`src/hdl/tpid_pkg.sv`:
```
// Shared types, constants and colour expansion for the tiled palette icon decoder.
`timescale 1ns / 1ps
`default_nettype none

package tpid_pkg;

   localparam int PAL_DEPTH     = 16;
   localparam int PAL_IDX_W     = 4;
   localparam int COLOR_W       = 15;
   localparam int PAL_COLOR_W   = 16;
   localparam int BYTE_IDX_W    = 9;
   localparam int ICON_BYTE_W   = 8;
   localparam int COORD_W       = 5;
   localparam int RGBA_W        = 32;

   // request tdata packing, lowest bit first
   localparam int REQ_PAL_IDX_LSB   = 0;
   localparam int REQ_PAL_COLOR_LSB = REQ_PAL_IDX_LSB + PAL_IDX_W;
   localparam int REQ_BYTE_IDX_LSB  = REQ_PAL_COLOR_LSB + PAL_COLOR_W;
   localparam int REQ_ICON_LSB      = REQ_BYTE_IDX_LSB + BYTE_IDX_W;
   localparam int REQ_USED_W        = REQ_ICON_LSB + ICON_BYTE_W;
   localparam int REQ_DATA_W        = ((REQ_USED_W + 7) / 8) * 8;

   // response tdata packing, lowest bit first
   localparam int RSP_X_LSB     = 0;
   localparam int RSP_Y_LSB     = RSP_X_LSB + COORD_W;
   localparam int RSP_LEFT_LSB  = RSP_Y_LSB + COORD_W;
   localparam int RSP_RIGHT_LSB = RSP_LEFT_LSB + RGBA_W;
   localparam int RSP_USED_W    = RSP_RIGHT_LSB + RGBA_W;
   localparam int RSP_DATA_W    = ((RSP_USED_W + 7) / 8) * 8;

   localparam logic [BYTE_IDX_W-1:0] LAST_BYTE_IDX = '1;
   localparam logic [7:0]            ALPHA_OPAQUE  = 8'hFF;
   localparam logic [7:0]            ALPHA_CLEAR   = 8'h00;

   typedef enum logic {
      FUNC_PAL_WRITE = 1'b0,
      FUNC_DECODE    = 1'b1
   } func_type;

   typedef logic [COLOR_W-1:0] color_type;

   // BGR555 to RGBA8888; palette index 0 is transparent but keeps its RGB
   function automatic logic [RGBA_W-1:0] expand_color(input color_type c,
                                                       input logic [PAL_IDX_W-1:0] nib);
      logic [7:0] alpha;
      alpha = (nib == '0) ? ALPHA_CLEAR : ALPHA_OPAQUE;
      return {c[4:0], 3'b000, c[9:5], 3'b000, c[14:10], 3'b000, alpha};
   endfunction

endpackage

`default_nettype wire

```
`src/hdl/tiled_palette_icon_decoder.sv`:
```
// Top level: 4bpp tiled icon decoder with a 16-entry BGR555 palette.
// A decode goes through the input register and then the result register before it reaches rsp.
// Throughput: one transfer per cycle unless rsp stalls; set by the input and result registers.
// A palette write takes effect as it leaves the input register and yields no result.
// Synchronous reset clears the valid flags only; palette contents are undefined until written.
// The response register lets the next request be taken while a result waits.
`timescale 1ns / 1ps
`default_nettype none

module tiled_palette_icon_decoder
   import tpid_pkg::*;
(
   input  wire logic                  clock,
   input  wire logic                  reset,
   input  wire logic                  req_tvalid,
   output      logic                  req_tready,
   // pal_index[3:0], pal_color[19:4], byte_index[28:20], icon_byte[36:29], zero pad
   input  wire logic [REQ_DATA_W-1:0] req_tdata,
   // func[0]
   input  wire logic                  req_tuser,
   output      logic                  rsp_tvalid,
   input  wire logic                  rsp_tready,
   // pix_x[4:0], pix_y[9:5], left_rgba[41:10], right_rgba[73:42], zero pad
   output      logic [RSP_DATA_W-1:0] rsp_tdata,
   // last_pair
   output      logic                  rsp_tlast
);

   // input register
   logic                      s1_valid_ff, s1_valid_in;
   func_type                  s1_func_ff;
   logic [PAL_IDX_W-1:0]      s1_pal_idx_ff;
   color_type                 s1_color_ff;
   logic [BYTE_IDX_W-1:0]     s1_byte_idx_ff;
   logic [ICON_BYTE_W-1:0]    s1_icon_ff;

   // result register
   logic                      rsp_valid_ff, rsp_valid_in;
   logic [COORD_W-1:0]        rsp_x_ff, rsp_y_ff;
   logic [RGBA_W-1:0]         rsp_left_ff, rsp_right_ff;
   logic                      rsp_last_ff;

   color_type                 palette [PAL_DEPTH];

   logic                      out_free;
   logic                      s1_go;
   logic                      req_take;
   logic                      s1_decode_go;
   logic                      s1_write_go;
   logic [PAL_IDX_W-1:0]      left_nib, right_nib;

   assign out_free     = !rsp_valid_ff || rsp_tready;
   assign s1_go        = s1_valid_ff && ((s1_func_ff == FUNC_PAL_WRITE) || out_free);
   assign s1_decode_go = s1_go && (s1_func_ff == FUNC_DECODE);
   assign s1_write_go  = s1_go && (s1_func_ff == FUNC_PAL_WRITE);
   assign req_tready   = !s1_valid_ff || s1_go;
   assign req_take     = req_tvalid && req_tready;

   assign left_nib  = s1_icon_ff[PAL_IDX_W-1:0];
   assign right_nib = s1_icon_ff[ICON_BYTE_W-1:PAL_IDX_W];

   always_comb begin
      s1_valid_in = req_take || (s1_valid_ff && !s1_go);
      if (s1_decode_go) begin
         rsp_valid_in = 1'b1;
      end else if (rsp_tready) begin
         rsp_valid_in = 1'b0;
      end else begin
         rsp_valid_in = rsp_valid_ff;
      end
   end

   always_ff @(posedge clock) begin
      if (reset) begin
         s1_valid_ff  <= 1'b0;
         rsp_valid_ff <= 1'b0;
      end else begin
         s1_valid_ff  <= s1_valid_in;
         rsp_valid_ff <= rsp_valid_in;
      end
   end

   always_ff @(posedge clock) begin
      if (req_take) begin
         s1_func_ff     <= func_type'(req_tuser);
         s1_pal_idx_ff  <= req_tdata[REQ_PAL_IDX_LSB +: PAL_IDX_W];
         s1_color_ff    <= req_tdata[REQ_PAL_COLOR_LSB +: COLOR_W];
         s1_byte_idx_ff <= req_tdata[REQ_BYTE_IDX_LSB +: BYTE_IDX_W];
         s1_icon_ff     <= req_tdata[REQ_ICON_LSB +: ICON_BYTE_W];
      end
   end

   // palette: one write port, two combinational read ports
   always_ff @(posedge clock) begin
      if (s1_write_go) begin
         palette[s1_pal_idx_ff] <= s1_color_ff;
      end
   end

   // tile = byte_index[8:5], byte within tile = byte_index[4:0]; four bytes per row
   always_ff @(posedge clock) begin
      if (s1_decode_go) begin
         rsp_x_ff     <= {s1_byte_idx_ff[6:5], s1_byte_idx_ff[1:0], 1'b0};
         rsp_y_ff     <= {s1_byte_idx_ff[8:7], s1_byte_idx_ff[4:2]};
         rsp_left_ff  <= expand_color(palette[left_nib], left_nib);
         rsp_right_ff <= expand_color(palette[right_nib], right_nib);
         rsp_last_ff  <= (s1_byte_idx_ff == LAST_BYTE_IDX);
      end
   end

   always_comb begin
      rsp_tdata = '0;
      rsp_tdata[RSP_X_LSB +: COORD_W]    = rsp_x_ff;
      rsp_tdata[RSP_Y_LSB +: COORD_W]    = rsp_y_ff;
      rsp_tdata[RSP_LEFT_LSB +: RGBA_W]  = rsp_left_ff;
      rsp_tdata[RSP_RIGHT_LSB +: RGBA_W] = rsp_right_ff;
   end

   assign rsp_tvalid = rsp_valid_ff;
   assign rsp_tlast  = rsp_last_ff;

   a_last_pos: assert property (@(posedge clock) disable iff (reset)
      rsp_valid_ff && rsp_last_ff |-> rsp_x_ff == 5'd30 && rsp_y_ff == 5'd31)
      else $error("last pair not at bottom right corner");

   a_x_even: assert property (@(posedge clock) disable iff (reset)
      rsp_valid_ff |-> !rsp_x_ff[0])
      else $error("pixel pair column is odd");

   a_alpha: assert property (@(posedge clock) disable iff (reset)
      rsp_valid_ff |-> (rsp_left_ff[7:0] == ALPHA_CLEAR || rsp_left_ff[7:0] == ALPHA_OPAQUE)
                    && (rsp_right_ff[7:0] == ALPHA_CLEAR || rsp_right_ff[7:0] == ALPHA_OPAQUE))
      else $error("alpha is neither clear nor opaque");

   a_write_silent: assert property (@(posedge clock) disable iff (reset)
      s1_write_go && out_free |=> !rsp_valid_ff)
      else $error("palette write produced a result");

   a_reset_idle: assert property (@(posedge clock)
      reset |=> !rsp_valid_ff && !s1_valid_ff)
      else $error("valid flags set after reset");

endmodule

`default_nettype wire

```
`config.mk`:
```
export PLATFORM = sky130hd
export DESIGN_NAME = tiled_palette_icon_decoder
export DESIGN_NICKNAME = d
export VERILOG_FILES = /design/src/hdl/tpid_pkg.sv /design/src/hdl/tiled_palette_icon_decoder.sv
export SDC_FILE = /design/constraint.sdc
export NUM_CORES = 1
export LEC_CHECK = 0
export BUFFER_PORTS_ARGS = -buffer_cell sky130_fd_sc_hd__buf_2
export CORE_MARGIN = 2
export CORE_UTILIZATION = 43
export CTS_CLUSTER_SIZE = 20
export DETAILED_ROUTE_END_ITERATION = 7
export GPL_TIMING_DRIVEN = 0
export PLACE_DENSITY = 0.66
export SLEW_MARGIN = 15
export SYNTH_ARGS = -nofsm -noshare
export SYNTH_HDL_FRONTEND = slang
export SYNTH_SLANG_ARGS = --single-unit
```
`constraint.sdc`:
```
create_clock -name clock -period 3.5 [get_ports clock]
set_clock_uncertainty 0.2 [all_clocks]
set_input_delay 0.875 -clock clock [delete_from_list [all_inputs] [get_ports clock]]
set_output_delay 0.875 -clock clock [all_outputs]
set_load 0.1 [all_outputs]
```
* After elaboration in Yosys (flattened, before gate mapping) *
Memories as Yosys holds them, arrays and structs flattened. A register that Yosys moved wholly into a read port is not among the register bits.
Cells that the tools add are included.

operators by class
  equality and inequality tests = 1
  multiplexer cells = 6
  bitwise gates (word level) = 1
  reduce and logical (&&, ||, !) cells = 15

operators with widths
  cell                count
  $mux 8              2
  $eq 9x9->1 const B  1
  $logic_not 4->1     2
  $logic_and 1x1->1   5
  $logic_or 1x1->1    4
  $mux 1              4
  $logic_not 1->1     3
  $reduce_bool 2->1   1
  $not 1->1           1

word-level totals
  bits in registers = 95
  RAM bits = 240
  input bits = 45
  output and inout port bits = 83
  logic and storage cells = 36
  memories = 1

memories
  memory   depth  bits a word  read ports  clocked after memory_dff  write ports  line                              RTL
  palette  16     15           2           2                         1            tiled_palette_icon_decoder.sv:43  color_type palette [PAL_DEPTH];

* Longest topological paths before layout *
  depth in word-level cells = 7
  depth in mapped cells = 6
  mapped depth without buffers = 4

* Least setup slack after synthesis *
Ideal clock, no wire load.

  path type = register to register
  from = register rsp_valid_ff (netlist: rsp_tvalid)
  to = register s1_byte_idx_ff[0] (enable)
  library setup time = 0.454 ns
  arrival time = 2.875 ns
  data required time = 2.846 ns
  path slack = -0.029 ns
  stages on the path, launching flop included = 3
  buffers on the path = 0
  period minus slack after synthesis = 3.529 ns
  cell sequence = dfxtp_1 nor2b_1 a31oi_1

between the ends
  longest elaborated chain between the ends = 6

ends and longest elaborated chain
  item                      line                              RTL
  start: declaration        tiled_palette_icon_decoder.sv:38  logic rsp_valid_ff, rsp_valid_in;
  start signal: assignment  tiled_palette_icon_decoder.sv:79  rsp_valid_ff <= rsp_valid_in;
  $logic_not 1->1           tiled_palette_icon_decoder.sv:52  assign out_free = !rsp_valid_ff || rsp_tready;
  $logic_or 1x1->1          tiled_palette_icon_decoder.sv:52
  $logic_or 1x1->1          tiled_palette_icon_decoder.sv:53  assign s1_go = s1_valid_ff && ((s1_func_ff == FUNC_PAL_WRITE) || out_free);
  $logic_and 1x1->1         tiled_palette_icon_decoder.sv:53
  $logic_or 1x1->1          tiled_palette_icon_decoder.sv:56  assign req_tready = !s1_valid_ff || s1_go;
  $logic_and 1x1->1         tiled_palette_icon_decoder.sv:57  assign req_take = req_tvalid && req_tready;
  net req_take              tiled_palette_icon_decoder.sv:47  logic req_take;
  end signal: assignment    tiled_palette_icon_decoder.sv:88  s1_byte_idx_ff <= req_tdata[REQ_BYTE_IDX_LSB +: BYTE_IDX_W];
  end: declaration          tiled_palette_icon_decoder.sv:34  logic [BYTE_IDX_W-1:0] s1_byte_idx_ff;

The timed path passes the listed nets, and every way through them passes these cells.
A chain may end at the register's enable or synchronous reset.

* Worst setup path in the final report *
  from = input port rsp_tready
  to = output port req_tready

between the ends
  longest elaborated chain between the ends = 4

ends and longest elaborated chain
  item                line                              RTL
  start: declaration  tiled_palette_icon_decoder.sv:22  input wire logic rsp_tready,
  $logic_or 1x1->1    tiled_palette_icon_decoder.sv:52
  $logic_or 1x1->1    tiled_palette_icon_decoder.sv:53
  $logic_and 1x1->1   tiled_palette_icon_decoder.sv:53
  $logic_or 1x1->1    tiled_palette_icon_decoder.sv:56
  end: declaration    tiled_palette_icon_decoder.sv:16  output logic req_tready,

No other way between the ends.

==> summary.txt <==
Place
  – Sum of net half-perimeters after detailed placement: 23100 um
  – Placed instance count: 1278
  – RD Place Congestion: 0.840
  – Count of input and output buffers: 98
  – Pre-CTS setup slack: 0.576 ns
  – Post-DP Area: 15500 sq um

Route
  – Avg WL per Cell: 25.1 um
  – Residual DRC: 0
  – Routed WL: 33700 um
  – Number of DRC markers after the initial detailed-route iteration: 887
  – Number of nets with antenna violations after routing: 0
  – Detailed Routing Iterations Pass 1: 5
  – Overall via count from detail_route: 7660
  – Avg Vias per Cell: 5.71

Layout
  – Area taken by flip-flops and latches: 9620 sq um
  – Diodes inserted: 0
  – Final design instance area without fill: 16700 sq um
  – Growth of design area from synthesis to finish: 18.8%
  – Multi-input gate area in the final layout: 4030 sq um
  – Ratio of cells with drive above 1 in the final layout: 0.338
  – Fin nets: 918
  – Cell Count, Final, Fillers Out: 1341
  – Layout fillers: 2657

Die
  – Ports: 128
  – Area of the core: 32400 sq um
  – Die Outline Area: 34100 sq um
  – Starting density of the core: 0.433
  – DIE HEIGHT: 185 um
  – Total number of placement rows: 66
  – Die Width: 185 um

Clock tree
  – Worst-Skew Late Latency: 0.52 ns
  – Post-cts sizing count: 0
  – Number of setup buffers added after CTS: 0
  – Hold-fix buffer count after cts: 0
  – Count of H-tree levels built during CTS: 2
  – Sink Count: 321
  – Largest buffer count on any clock path: 3
  – TritonCTS buffer count: 35
  – Clk Tree Root Cell: sky130_fd_sc_hd__clkbuf_16
  – Worst-path clk slew: 0.06 ns
  – CTS tree: yes

Timing
  – Max-slew violation count: 0
  – Final number of hold-violating endpoints: 0
  – Fin crit share: 0.834
  – Post-layout min period: 2.92 ns
  – Highest Clock Rate: 343 MHz
  – Setup slack after layout: 0.580 ns
  – Remaining max-slew budget at the tightest pin: 0.319
  – Post-route worst hold slack: 0.251 ns
  – Final-layout setup total negative slack: 0 ns
  – Setup repair after global routing missed its margin: false
  – Transition at the pin with the smallest max-transition slack: 1.02 ns
  – Final-report setup violation count: 0

Hold path
  – Type of the most critical hold path: register to register

Power and ir drop
  – Share of power burned in registers: 0.495
  – NetSw: 2050 uW
  – Clk pwr share: 0.415
  – Pwr Density: 529 nW/um^2
  – Combinational share of power: 0.090
  – Internal Dissipation: 6760 uW
  – Leakage power: 0.00586 uW
  – Sw frac: 0.232
  – Peak supply drop: 0.363 mV

Yosys
  – Commonest register cell after synthesis: sky130_fd_sc_hd__edfxtp_1
  – Mapped cell area: 14000 sq um
  – Fraction of registers with async set/reset: 0
  – Synth warnings: 0
  – Number of synthesized flops with an enable pin: 319
  – Synthesized area divided by synthesized cell count: 20.3 sq um
  – Proportion of synthesized chip area in sequential cells: 0.686
  – Number of instances in the synthesized netlist: 692
  – Count of unique library cells instantiated by Yosys: 30
  – FF+latch count, synth: 321

Global routing
  – Remaining global-route overflow: 0
  – Vias in the first global route: 7613
  – Antenna violations before repair: 0
  – First-pass GRT wire length: 48500 um
  – Maximum number of pins on one net before global-route repair: 25
  – GRT Resource Usage Total: 0.201

Worst setup path
  – Startpoint class of the critical path: primary input
  – Data required time at the worst endpoint: 2.42 ns
  – Maximum net fanout on the critical path: 4
  – Worst Path Arrival: 1.84 ns
  – Crit Path Class: primary input to primary output
  – Reg2reg setup slack: 0.71 ns
  – Endpoint type of the worst setup path: primary output

Job
  – Total of max-cap violations: 0

Status
  – Result of the run: complete, no violations
worst max-delay path: stages:
cell and delay (ns):
sky130_fd_sc_hd__buf_2 0.10, sky130_fd_sc_hd__nor2b_1 0.39, sky130_fd_sc_hd__nand3_1 0.16, sky130_fd_sc_hd__buf_2 0.32
per-stage QoR:
| stage | utilization | total power (uW) |
|---|---|---|
| floorplan | - | 5030 |
| global placement | 0.469 | 5220 |
| detailed placement | 0.480 | 5240 |
| CTS | 0.515 | 8890 |
| global route | 0.515 | 9090 |
| finish | 0.515 | 8810 |
cells in the mapped netlist (2+ instances only):
| cell | instances | area share |
|---|---|---|
| sky130_fd_sc_hd__a22oi_1 | 15 | 0.0080 |
| sky130_fd_sc_hd__buf_1 | 2 | 0.00054 |
| sky130_fd_sc_hd__dfxtp_1 | 2 | 0.0029 |
| sky130_fd_sc_hd__nand2b_1 | 3 | 0.0013 |
| sky130_fd_sc_hd__mux4_1 | 47 | 0.088 |
| sky130_fd_sc_hd__nor3_1 | 5 | 0.0018 |
| sky130_fd_sc_hd__nand3_1 | 2 | 0.00071 |
| sky130_fd_sc_hd__o21ai_0 | 15 | 0.0054 |
| sky130_fd_sc_hd__a211oi_1 | 2 | 0.0011 |
| sky130_fd_sc_hd__nand2_1 | 5 | 0.0013 |
| sky130_fd_sc_hd__a21oi_1 | 4 | 0.0014 |
| sky130_fd_sc_hd__mux4_2 | 56 | 0.090 |
| sky130_fd_sc_hd__nor2b_1 | 4 | 0.0018 |
| sky130_fd_sc_hd__edfxtp_1 | 319 | 0.68 |
| sky130_fd_sc_hd__buf_2 | 12 | 0.0043 |
| sky130_fd_sc_hd__buf_6 | 6 | 0.0048 |
| sky130_fd_sc_hd__inv_1 | 2 | 0.00054 |
| sky130_fd_sc_hd__mux2i_1 | 62 | 0.044 |
| sky130_fd_sc_hd__buf_4 | 42 | 0.022 |
| sky130_fd_sc_hd__nor2_1 | 32 | 0.0086 |
| sky130_fd_sc_hd__a221oi_1 | 30 | 0.019 |
| sky130_fd_sc_hd__clkbuf_1 | 17 | 0.0045 |
power by group through the flow:
stage	combinational (uW)	sequential [uW]	clock, uW
floorplan	489	4540	0
global placement	781	4440	0
detailed placement	800	4440	0
CTS	801	4360	3730
global route	834	4370	3890
finish	797	4360	3660
final cells by class:
class / count / area share
sequential: 321 / 0.577
multi-input combinational: 313 / 0.242
clock buffer: 43 / 0.0544
timing repair buffer: 120 / 0.0469
tap: 442 / 0.0332
buffer: 80 / 0.0321
clock inverter: 20 / 0.0140
inverter: 2 / 0.000450
registers in the layout (all words and copies together), names as in the netlist, 4 cells and up:
| register | count |
|---|---|
| s1_icon_ff | 8 |
| rsp_x_ff | 4 |
| palette | 240 |
| s1_pal_idx_ff | 4 |
| rsp_y_ff | 5 |
| s1_color_ff | 15 |
| rsp_right_ff | 16 |
| s1_byte_idx_ff | 9 |
| rsp_left_ff | 16 |
routing by layer:
metal,track usage,up-vias,wire (um)
met2,0.328,407,16200
li1,-,3273,-
met5,0,-,0
met4,0.0654,0,933
met1,0.273,3924,13700
met3,0.0399,56,2840
logic make-up after synthesis:
| kind of cell | after synthesis | synth area share |
|---|---|---|
| buffers and inverters | 82 | 0.0386 |
| other | 1 | 0.000267 |
| muxes | 165 | 0.222 |
| AOI/OAI and AO/OA | 67 | 0.0351 |
| DFF | 321 | 0.686 |
| and+or+nand+nor | 56 | 0.0182 |
path summary, 6_finish.rpt:
| kind | startpoint | end | depth (start not counted) |
|---|---|---|---|
| setup reg to reg | s1_icon_ff[7] | rsp_right_ff[14] | 6 |
| setup / recovery | rsp_tready | req_tready | 4 |
| hold / removal | s1_byte_idx_ff[1] | rsp_x_ff[2] | 0 |
| hold reg to reg | s1_byte_idx_ff[1] | rsp_x_ff[2] | 0 |
cell usage in the layout (no fill, tap or decap), types with 5 or more instances in the layout:
master and n:
sky130_fd_sc_hd__clkbuf_16 35, sky130_fd_sc_hd__o21ai_0 15, sky130_fd_sc_hd__edfxtp_1 319, sky130_fd_sc_hd__a221oi_1 30, sky130_fd_sc_hd__buf_8 12, sky130_fd_sc_hd__clkinv_1 7
sky130_fd_sc_hd__mux4_2 56, sky130_fd_sc_hd__bufinv_16 5, sky130_fd_sc_hd__mux2i_1 62, sky130_fd_sc_hd__mux4_1 47, sky130_fd_sc_hd__a22oi_1 15, sky130_fd_sc_hd__buf_2 110
sky130_fd_sc_hd__nor2_2 12, sky130_fd_sc_hd__buf_4 49, sky130_fd_sc_hd__conb_1 25, sky130_fd_sc_hd__buf_6 7, sky130_fd_sc_hd__clkbuf_1 25, sky130_fd_sc_hd__nand2_1 5
sky130_fd_sc_hd__nor2_1 19
Power figures use the tool's default switching activity.
